$ cat config.mk
export PLATFORM = sky130hd
export DESIGN_NAME = interval_union_merger
export DESIGN_NICKNAME = d
export VERILOG_FILES = /design/src/rtl/core/ium_pkg.sv /design/src/rtl/core/ium_sort_cells.sv /design/src/rtl/core/ium_datapath.sv /design/src/rtl/core/ium_ctrl.sv /design/src/rtl/core/interval_union_merger.sv
export VERILOG_INCLUDE_DIRS = /design/src /design/src/rtl/core
export SDC_FILE = /design/constraint.sdc
export NUM_CORES = 2
export LEC_CHECK = 0
export BUFFER_PORTS_ARGS = -buffer_cell sky130_fd_sc_hd__buf_2
export CAP_MARGIN = 5
export CORE_MARGIN = 10
export CORE_UTILIZATION = 45
export DETAILED_ROUTE_END_ITERATION = 7
export HOLD_SLACK_MARGIN = 0.03
export PLACE_DENSITY_LB_ADDON = 0.15
export SYNTH_ARGS = -nofsm -noshare
export SYNTH_HDL_FRONTEND = slang
export SYNTH_SLANG_ARGS = --single-unit
$ cat constraint.sdc
create_clock -name clk_i -period 3.9 [get_ports clk_i]
set_input_delay 0.195 -clock clk_i [delete_from_list [all_inputs] [get_ports clk_i]]
set_output_delay 0.195 -clock clk_i [all_outputs]
set_load 0.03 [all_outputs]
$ cat src/rtl/core/interval_union_merger_assert.svh
// assertion macros for the interval union merger
// used by the top level only, no other dependencies
`ifndef INTERVAL_UNION_MERGER_ASSERT_SVH
`define INTERVAL_UNION_MERGER_ASSERT_SVH

`ifndef SYNTH
`define IUM_ASSERT_IMP(lbl, clk, rstn, ante, cons) \
  lbl: assert property (@(posedge clk) disable iff (!(rstn)) (ante) |-> (cons)) \
    else $error("implication check failed");
`define IUM_ASSERT_NEXT(lbl, clk, rstn, ante, cons) \
  lbl: assert property (@(posedge clk) disable iff (!(rstn)) (ante) |=> (cons)) \
    else $error("next cycle check failed");
`else
`define IUM_ASSERT_IMP(lbl, clk, rstn, ante, cons)
`define IUM_ASSERT_NEXT(lbl, clk, rstn, ante, cons)
`endif

`endif

$ cat src/rtl/core/ium_pkg.sv
// shared types and constants for the interval union merger
// no dependencies
package ium_pkg;

  localparam int MAX_SEGS  = 32;
  localparam int POS_WIDTH = 16;

  typedef logic signed [POS_WIDTH-1:0] pos_t;

  typedef struct packed {
    pos_t seg_start;
    pos_t seg_stop;
    logic final_segment;
  } in_word_t;

  typedef struct packed {
    pos_t merged_start;
    pos_t merged_stop;
    logic final_merged;
    logic dropped_any;
  } out_word_t;

  typedef enum logic [1:0] {
    ST_LOAD,
    ST_SWEEP,
    ST_FLUSH
  } state_e;

  // controller to datapath
  typedef struct packed {
    logic load;   // word accepted
    logic last;   // accepted word closes the set
    logic step;   // one sweep step
    logic flush;  // hand the held result on as the last one
  } cmd_t;

  // datapath to controller
  typedef struct packed {
    logic ends_left;
    logic stall;
    logic pend_valid;
    logic out_free;
  } status_t;

endpackage

$ cat src/rtl/core/ium_sort_cells.sv
// row of sorting cells: ascending insertion on load, shift towards the head on pop
// depends on ium_pkg
module ium_sort_cells #(
  parameter int DEPTH = ium_pkg::MAX_SEGS,
  localparam int CW = $clog2(DEPTH + 1)
) (
  input  logic           clk_i,
  input  logic           ins_i,
  input  ium_pkg::pos_t  ins_val_i,
  input  logic [CW-1:0]  fill_i,
  input  logic           pop_i,
  output ium_pkg::pos_t  head_o
);

  ium_pkg::pos_t cell_q [DEPTH];
  logic [DEPTH-1:0] place;

  // place[i]: new value belongs at or below cell i
  always_comb begin
    for (int i = 0; i < DEPTH; i++) begin
      if (CW'(i) < fill_i) begin
        place[i] = cell_q[i] > ins_val_i;
      end else begin
        place[i] = 1'b1;
      end
    end
  end

  for (genvar g = 0; g < DEPTH; g++) begin : g_cell
    always_ff @(posedge clk_i) begin
      if (ins_i) begin
        if (g > 0 && place[(g > 0) ? g - 1 : 0]) begin
          cell_q[g] <= cell_q[(g > 0) ? g - 1 : 0];
        end else if (place[g]) begin
          cell_q[g] <= ins_val_i;
        end
      end else if (pop_i && g < DEPTH - 1) begin
        cell_q[g] <= cell_q[(g < DEPTH - 1) ? g + 1 : g];
      end
    end
  end

  assign head_o = cell_q[0];

endmodule

$ cat src/rtl/core/ium_datapath.sv
// datapath: segment stores, fill count, sweep counters and result registers
// depends on ium_pkg and ium_sort_cells
module ium_datapath #(
  parameter int MAX_SEGS = ium_pkg::MAX_SEGS,
  localparam int CW = $clog2(MAX_SEGS + 1)
) (
  input  logic               clk_i,
  input  logic               rst_ni,
  input  ium_pkg::cmd_t      cmd_i,
  input  ium_pkg::in_word_t  in_word_i,
  output ium_pkg::status_t   sts_o,
  output logic               out_valid_o,
  input  logic               out_ready_i,
  output ium_pkg::out_word_t out_word_o
);

  localparam logic [CW-1:0]    FULL = CW'(MAX_SEGS);
  localparam logic [CW-1:0]    DEC  = CW'(1);
  localparam logic signed [CW:0] ONE = (CW + 1)'(1);

  logic [CW-1:0] count_q, count_d;
  logic [CW-1:0] bcnt_q, bcnt_d, ecnt_q, ecnt_d;
  logic ovf_q, ovf_d, drop_q, drop_d;
  logic signed [CW:0] open_q, open_d;
  ium_pkg::pos_t run_q, run_d;
  logic pend_valid_q, pend_valid_d;
  ium_pkg::pos_t pend_start_q, pend_start_d, pend_stop_q, pend_stop_d;
  logic out_valid_q, out_valid_d;
  ium_pkg::out_word_t out_q, out_d;

  logic ins, take_begin, emit, out_free, pop_b, pop_e;
  ium_pkg::pos_t bhead, ehead;

  assign ins = cmd_i.load && (count_q != FULL);

  ium_sort_cells #(.DEPTH(MAX_SEGS)) u_begins (
    .clk_i     (clk_i),
    .ins_i     (ins),
    .ins_val_i (in_word_i.seg_start),
    .fill_i    (count_q),
    .pop_i     (pop_b),
    .head_o    (bhead)
  );

  ium_sort_cells #(.DEPTH(MAX_SEGS)) u_ends (
    .clk_i     (clk_i),
    .ins_i     (ins),
    .ins_val_i (in_word_i.seg_stop),
    .fill_i    (count_q),
    .pop_i     (pop_e),
    .head_o    (ehead)
  );

  // a begin goes first on a tie, so touching segments join
  assign take_begin = (bcnt_q != '0) && (bhead <= ehead);
  assign emit       = !take_begin && (open_q == ONE);
  assign out_free   = !out_valid_q || out_ready_i;
  assign pop_b      = cmd_i.step && take_begin;
  assign pop_e      = cmd_i.step && !take_begin;

  assign sts_o.ends_left  = ecnt_q != '0;
  assign sts_o.stall      = emit && pend_valid_q && !out_free;
  assign sts_o.pend_valid = pend_valid_q;
  assign sts_o.out_free   = out_free;

  always_comb begin
    count_d      = count_q;
    ovf_d        = ovf_q;
    drop_d       = drop_q;
    bcnt_d       = bcnt_q;
    ecnt_d       = ecnt_q;
    open_d       = open_q;
    run_d        = run_q;
    pend_valid_d = pend_valid_q;
    pend_start_d = pend_start_q;
    pend_stop_d  = pend_stop_q;
    out_valid_d  = out_valid_q && !out_ready_i;
    out_d        = out_q;

    if (cmd_i.load) begin
      if (ins) begin
        count_d = count_q + DEC;
      end else begin
        ovf_d = 1'b1;
      end
      if (cmd_i.last) begin
        bcnt_d  = count_d;
        ecnt_d  = count_d;
        drop_d  = ovf_d;
        open_d  = '0;
        count_d = '0;
        ovf_d   = 1'b0;
      end
    end

    if (cmd_i.step) begin
      if (take_begin) begin
        open_d = open_q + ONE;
        if (open_q == '0) begin
          run_d = bhead;
        end
        bcnt_d = bcnt_q - DEC;
      end else begin
        open_d = open_q - ONE;
        ecnt_d = ecnt_q - DEC;
        if (emit) begin
          // the held result is now known not to be the last
          if (pend_valid_q) begin
            out_valid_d = 1'b1;
            out_d = '{merged_start: pend_start_q, merged_stop: pend_stop_q,
                      final_merged: 1'b0, dropped_any: drop_q};
          end
          pend_valid_d = 1'b1;
          pend_start_d = run_q;
          pend_stop_d  = ehead;
        end
      end
    end

    if (cmd_i.flush) begin
      out_valid_d  = 1'b1;
      out_d = '{merged_start: pend_start_q, merged_stop: pend_stop_q,
                final_merged: 1'b1, dropped_any: drop_q};
      pend_valid_d = 1'b0;
    end
  end

  always_ff @(posedge clk_i or negedge rst_ni) begin
    if (!rst_ni) begin
      count_q      <= '0;
      ovf_q        <= 1'b0;
      bcnt_q       <= '0;
      ecnt_q       <= '0;
      pend_valid_q <= 1'b0;
      out_valid_q  <= 1'b0;
    end else begin
      count_q      <= count_d;
      ovf_q        <= ovf_d;
      bcnt_q       <= bcnt_d;
      ecnt_q       <= ecnt_d;
      pend_valid_q <= pend_valid_d;
      out_valid_q  <= out_valid_d;
    end
  end

  always_ff @(posedge clk_i) begin
    drop_q       <= drop_d;
    open_q       <= open_d;
    run_q        <= run_d;
    pend_start_q <= pend_start_d;
    pend_stop_q  <= pend_stop_d;
    out_q        <= out_d;
  end

  assign out_valid_o = out_valid_q;
  assign out_word_o  = out_q;

endmodule

$ cat src/rtl/core/ium_ctrl.sv
// controller: load, sweep and flush phases of one set
// depends on ium_pkg
module ium_ctrl (
  input  logic             clk_i,
  input  logic             rst_ni,
  input  logic             in_valid_i,
  input  logic             in_last_i,
  output logic             in_ready_o,
  input  ium_pkg::status_t sts_i,
  output ium_pkg::cmd_t    cmd_o
);

  ium_pkg::state_e state_q, state_d;

  always_comb begin
    state_d = state_q;
    case (state_q)
      ium_pkg::ST_LOAD: begin
        if (in_valid_i && in_last_i) begin
          state_d = ium_pkg::ST_SWEEP;
        end
      end
      ium_pkg::ST_SWEEP: begin
        if (!sts_i.ends_left) begin
          state_d = ium_pkg::ST_FLUSH;
        end
      end
      ium_pkg::ST_FLUSH: begin
        if (!sts_i.pend_valid || sts_i.out_free) begin
          state_d = ium_pkg::ST_LOAD;
        end
      end
      default: state_d = ium_pkg::ST_LOAD;
    endcase
  end

  always_comb begin
    in_ready_o = 1'b0;
    cmd_o      = '0;
    case (state_q)
      ium_pkg::ST_LOAD: begin
        in_ready_o = 1'b1;
        cmd_o.load = in_valid_i;
        cmd_o.last = in_valid_i && in_last_i;
      end
      ium_pkg::ST_SWEEP: begin
        cmd_o.step = sts_i.ends_left && !sts_i.stall;
      end
      ium_pkg::ST_FLUSH: begin
        cmd_o.flush = sts_i.pend_valid && sts_i.out_free;
      end
      default: ;
    endcase
  end

  always_ff @(posedge clk_i or negedge rst_ni) begin
    if (!rst_ni) begin
      state_q <= ium_pkg::ST_LOAD;
    end else begin
      state_q <= state_d;
    end
  end

endmodule

$ cat src/rtl/core/interval_union_merger.sv
// interval union merger: one word per cycle while a set loads; after the last word
// the sweep visits each stored begin and end in ascending order (at most 2n for n stored segments),
// then leaves the sweep and hands on the last merged segment, with input held off
// throughout. results leave through an output register, so output stalls only pause
// the sweep and the hand-off.
// reset (async, active low) empties the store and flag and returns to loading.
`include "interval_union_merger_assert.svh"
module interval_union_merger #(
  parameter int MAX_SEGS = ium_pkg::MAX_SEGS
) (
  input  logic               clk_i,
  input  logic               rst_ni,
  input  logic               in_valid_i,
  output logic               in_ready_o,
  input  ium_pkg::in_word_t  in_word_i,
  output logic               out_valid_o,
  input  logic               out_ready_i,
  output ium_pkg::out_word_t out_word_o
);

  ium_pkg::cmd_t    cmd;
  ium_pkg::status_t sts;

  ium_ctrl u_ctrl (
    .clk_i      (clk_i),
    .rst_ni     (rst_ni),
    .in_valid_i (in_valid_i),
    .in_last_i  (in_word_i.final_segment),
    .in_ready_o (in_ready_o),
    .sts_i      (sts),
    .cmd_o      (cmd)
  );

  ium_datapath #(.MAX_SEGS(MAX_SEGS)) u_dp (
    .clk_i       (clk_i),
    .rst_ni      (rst_ni),
    .cmd_i       (cmd),
    .in_word_i   (in_word_i),
    .sts_o       (sts),
    .out_valid_o (out_valid_o),
    .out_ready_i (out_ready_i),
    .out_word_o  (out_word_o)
  );

  `IUM_ASSERT_IMP(a_load_idle, clk_i, rst_ni, in_ready_o, !sts.ends_left)
  `IUM_ASSERT_IMP(a_step_work, clk_i, rst_ni, cmd.step, sts.ends_left && !in_ready_o)
  `IUM_ASSERT_IMP(a_flush_room, clk_i, rst_ni, cmd.flush, sts.pend_valid && sts.out_free)
  `IUM_ASSERT_NEXT(a_last_holds, clk_i, rst_ni,
                   in_valid_i && in_ready_o && in_word_i.final_segment, !in_ready_o)

endmodule
==> reports/qor_table.md <==
| Stage | Item | This run |
| --- | --- | --- |
| run status | Status | completed |
| die | Core area | 178,000 um2 |
| synth | Synthesized area divided by synthesized cell count | 10.3 um2 |
| clocking | TritonCTS buffer count | 140 |
| critical path | Number of cells on the worst reg-to-reg path | 12 |
| grt | Remaining global-route overflow | 0 |
| critical path | Worst Path Required | 4.51 ns |
| critical path | Critical path launch point type | flip-flop |
| route | Routed via count divided by cell count | 6.41 |
| die | Number of top-level design ports | 73 |
| grt | Number of antenna violations at the first check in global routing | 10 |
| synth | Unique masters post-synth | 98 |
| die | Die X-Extent | 443 um |
| grt | Met2 track utilization from global routing | 0.424 |
| critical path | Cell family with the largest share of critical-path delay | compound AO/OA/AOI/OAI gates |
| synth | Area of the mapped netlist | 80,600 um2 |
| route | Post-detailed-route DRC marker count | 0 |
| placed design | Final weighted congestion of routability-driven global placement | 0.927 |
| cells and area | Ratio of cells with drive above 1 in the final layout | 0.106 |
| critical path | Kind of critical path | flip-flop to flip-flop |
| cells and area | Final cell utilization of the core | 0.509 |
| route | Via count | 67,500 |
| run | Max cap viols | 0 |
| synth | Number of enable-type register cells in the synthesized netlist | 1,113 |
| timing | Fin Setup TNS | 0 ns |
| clocking | Clock latency of the later-clocked register in the worst-skew pair | 0.81 ns |
| timing | Tmin final | 3.66 ns |
| placed design | Post-Place Worst Slack | -0.114 ns |
| clocking | Post-CTS clock slew at the launch and capture registers of the worst setup and hold paths | 0.07 ns |
| synth | Seq cells post-synth | 1,137 |
| grt | Met1 usage | 0.394 |
| critical path | Slowest Stage Delay on Critical Path | 0.40 ns |
| critical path | Series of cell instances along the critical path | inv_1, ha_1, and4_1, a221o_1, a31oi_1, nand3_2, a21o_1, nand2_4, buf_12, buf_4, nand2_1, o221ai_1 |
| synth | Net count after synthesis | 8,941 |
| clocking | Master cell of the clock root buffer | sky130_fd_sc_hd__clkbuf_16 |
| critical path | Number of buffer and inverter stages on the critical path | 3 |
| grt | Global routing met3 resource utilization | 0.0497 |
| grt | Global-route wire length before repair | 425,000 um |
| grt | Via count of the first global-routing pass | 64,900 |
| synth | Share of flip-flops with an asynchronous set or reset | 0.0202 |
| timing | Number of hold violations in the final report | 0 |
| critical path | Cell count along the critical path | 12 |
| hold path | Worst hold path class | input pin to flip-flop |
| clocking | Clk buf depth | 3 |
| die | Die outline area | 196,000 um2 |
| timing | Number of pins with negative max-slew slack in the final report | 0 |
| timing | Unrepaired setup endpoints after global routing | no |
| timing | Worst Setup Slack, final | 0.238 ns |
| critical path | Kind of end point of the critical path | flip-flop |
| hold path | Instance count along the most critical hold path | 4 |
| critical path | CP max FO | 28 |
| synth | Proportion of synthesized chip area in sequential cells | 0.422 |
| clocking | Number of H-tree levels | 4 |
| clocking | CTS tree | done |
| cells and area | Most common cell after layout, fill and taps aside | sky130_fd_sc_hd__edfxtp_1 |
| timing | Worst setup skew after layout | 0.0246 ns |
| cells and area | Layout area overhead | 12.6% |
| cells and area | Summed area of non-filler cells in the final layout | 90,800 um2 |
| timing | Max transition margin | 0.200 |
| timing | Post-route fraction of the period consumed by the critical path | 0.939 |
| route | Routed length per placed instance | 27.4 um |
| die | Overall die height | 443 um |
| grt | GRT Util Overall | 0.282 |
| route | Number of iterations in the first detailed-routing pass | 6 |
| route | Number of violations reported at the end of detailed-routing iteration 0 | 7,648 |
| timing | Final setup violation count | 0 |
| cells and area | Highest-count cells in the layout ignoring fill and taps | sky130_fd_sc_hd__edfxtp_1, sky130_fd_sc_hd__ha_1, sky130_fd_sc_hd__nand2_1 |
| grt | Maximum number of pins on one net before global-route repair | 118 |
| synth | Synth Flop Type | sky130_fd_sc_hd__edfxtp_1 |
| critical path | CP max-delay cell | sky130_fd_sc_hd__edfxtp_1 |
| route | Antenna violation net count after detailed routing | 0 |
| route | Sum of routed wire length over all layers | 289,000 um |
| clocking | Total clock sinks | 1,137 |
| critical path | Data arrival at the endpoint of the critical path | 4.28 ns |
| placed design | HPWL Detailed | 211,000 um |
| placed design | Placed Area | 86,300 um2 |
| synth | Warnings from Yosys | 0 |
| die | Starting Density | 0.452 |
| die | Placement row count | 155 |
| placed design | Port Buffers | 72 |
| cells and area | Number of nets at the end of the flow | 9,141 |
| grt | Most crowded layer after global routing | met2 |
| timing | Worst Max-Slew Pin Slew | 1.20 ns |
| timing | Max frequency | 273 MHz |
| synth | Syn Inst Count | 7,855 |
==> per-layer routing <==
metal	wire length [um]	vias up
li1	-	30700
met1	125000	32900
met2	124000	3158
met3	25000	687
met4	14600	6
met5	46	-
==> sequential cells by signal, summed over array words and instances (netlist names), 7 cells and up <==
name                  cells
u_dp.pend_start_q        16
u_dp.open_q               7
u_dp.pend_stop_q         16
u_dp.u_begins.cell_q    512
u_dp.run_q               16
u_dp.out_word_o          34
u_dp.u_ends.cell_q      512
==> cells by family after synthesis <==
family | after synthesis | share of synthesized area
muxes | 618 | 0.0773
adders and majority gates | 1049 | 0.163
buffers and inverters | 674 | 0.0366
DFF | 1137 | 0.422
AOI/OAI and AO/OA | 1993 | 0.157
xor gates and xnor gates | 8 | 0.000869
and+or+nand+nor | 2376 | 0.143
==> layout make-up <==
type | instances | area [um2]
Fill cell | 16100 | 87400
Multi-Input combinational cell | 6044 | 43800
Sequential cell | 1137 | 34000
Timing Repair Buffer | 553 | 4990
Clock buffer | 179 | 3700
Tap cell | 2355 | 2950
Inverter | 179 | 672
Clock inverter | 77 | 639
Antenna cell | 1 | 2.50
==> cells in the mapped netlist, types with 20 or more instances <==
cell	n	share of area
sky130_fd_sc_hd__nand2_1	1030	0.048
sky130_fd_sc_hd__nor2_1	244	0.011
sky130_fd_sc_hd__nand4_1	227	0.018
sky130_fd_sc_hd__clkbuf_1	245	0.011
sky130_fd_sc_hd__nand2b_1	52	0.0040
sky130_fd_sc_hd__mux2_2	32	0.0045
sky130_fd_sc_hd__o21a_1	28	0.0026
sky130_fd_sc_hd__a31oi_1	28	0.0022
sky130_fd_sc_hd__ha_1	1049	0.16
sky130_fd_sc_hd__nand3_1	360	0.022
sky130_fd_sc_hd__o311ai_0	43	0.0047
sky130_fd_sc_hd__o31ai_1	23	0.0021
sky130_fd_sc_hd__a21o_1	102	0.0095
sky130_fd_sc_hd__a21oi_1	451	0.028
sky130_fd_sc_hd__mux2i_1	579	0.072
sky130_fd_sc_hd__dfrtp_1	23	0.0071
sky130_fd_sc_hd__nor3b_1	104	0.0097
sky130_fd_sc_hd__inv_1	165	0.0077
sky130_fd_sc_hd__o21ai_0	322	0.020
sky130_fd_sc_hd__and2_1	42	0.0033
sky130_fd_sc_hd__edfxtp_1	1113	0.41
sky130_fd_sc_hd__nor3_1	36	0.0022
sky130_fd_sc_hd__o21ai_1	387	0.024
sky130_fd_sc_hd__a2111oi_0	26	0.0028
sky130_fd_sc_hd__or3_1	22	0.0017
sky130_fd_sc_hd__buf_2	207	0.013
sky130_fd_sc_hd__and3_1	20	0.0016
sky130_fd_sc_hd__or4_1	29	0.0027
sky130_fd_sc_hd__a211oi_1	36	0.0034
sky130_fd_sc_hd__o211ai_1	293	0.027
sky130_fd_sc_hd__nor2b_1	78	0.0061
sky130_fd_sc_hd__nor4_1	34	0.0026
sky130_fd_sc_hd__buf_4	30	0.0028
sky130_fd_sc_hd__and4_1	28	0.0030
sky130_fd_sc_hd__a221o_1	116	0.014
==> metrics by stage <==
step / hold WS (ns) / instances
floorplan: -0.101 / 7855
global placement: 0.242 / 10300
detailed placement: 0.229 / 10300
CTS: 0.0463 / 10500
global route: 0.0544 / 10500
finish: 0.0797 / 10500
==> worst paths after layout <==
path                                         endpoint                       from  slack, ns
max                        u_dp.u_ends.cell_q[1][192]  u_dp.u_ends.cell_q[0][15]       0.24
min                        u_dp.u_ends.cell_q[0][173]              in_word_i[14]       0.08
max reg2reg                u_dp.u_ends.cell_q[1][192]  u_dp.u_ends.cell_q[0][15]       0.24
min reg2reg                      u_dp.pend_start_q[1]              u_dp.run_q[1]       0.42
max in group asynchronous              u_dp.ecnt_q[5]                     rst_ni       3.36
min in group asynchronous             u_dp.count_q[5]                     rst_ni       0.14
==> timing repair <==
item                       in CTS  in global routing
resized for setup               1                  0
pin swaps                       0                  2
setup endpoints to repair       7                 10
buffers inserted                0                  3
hold buffers                   12                  0
hold endpoints to repair       61                  0
==> worst register-to-register path, cell delays in order, from the launching register on <==
cell	delay, ns
sky130_fd_sc_hd__edfxtp_1	0.40
sky130_fd_sc_hd__inv_1	0.10
sky130_fd_sc_hd__ha_1	0.38
sky130_fd_sc_hd__and4_1	0.25
sky130_fd_sc_hd__a221o_1	0.29
sky130_fd_sc_hd__a31oi_1	0.20
sky130_fd_sc_hd__nand3_2	0.21
sky130_fd_sc_hd__a21o_1	0.38
sky130_fd_sc_hd__nand2_4	0.17
sky130_fd_sc_hd__buf_12	0.14
sky130_fd_sc_hd__buf_4	0.37
sky130_fd_sc_hd__nand2_1	0.35
sky130_fd_sc_hd__o221ai_1	0.25
Power is left out: the tool's default activity adds up to more than one toggle a clock period on the data nets, which glitch-free logic cannot reach.
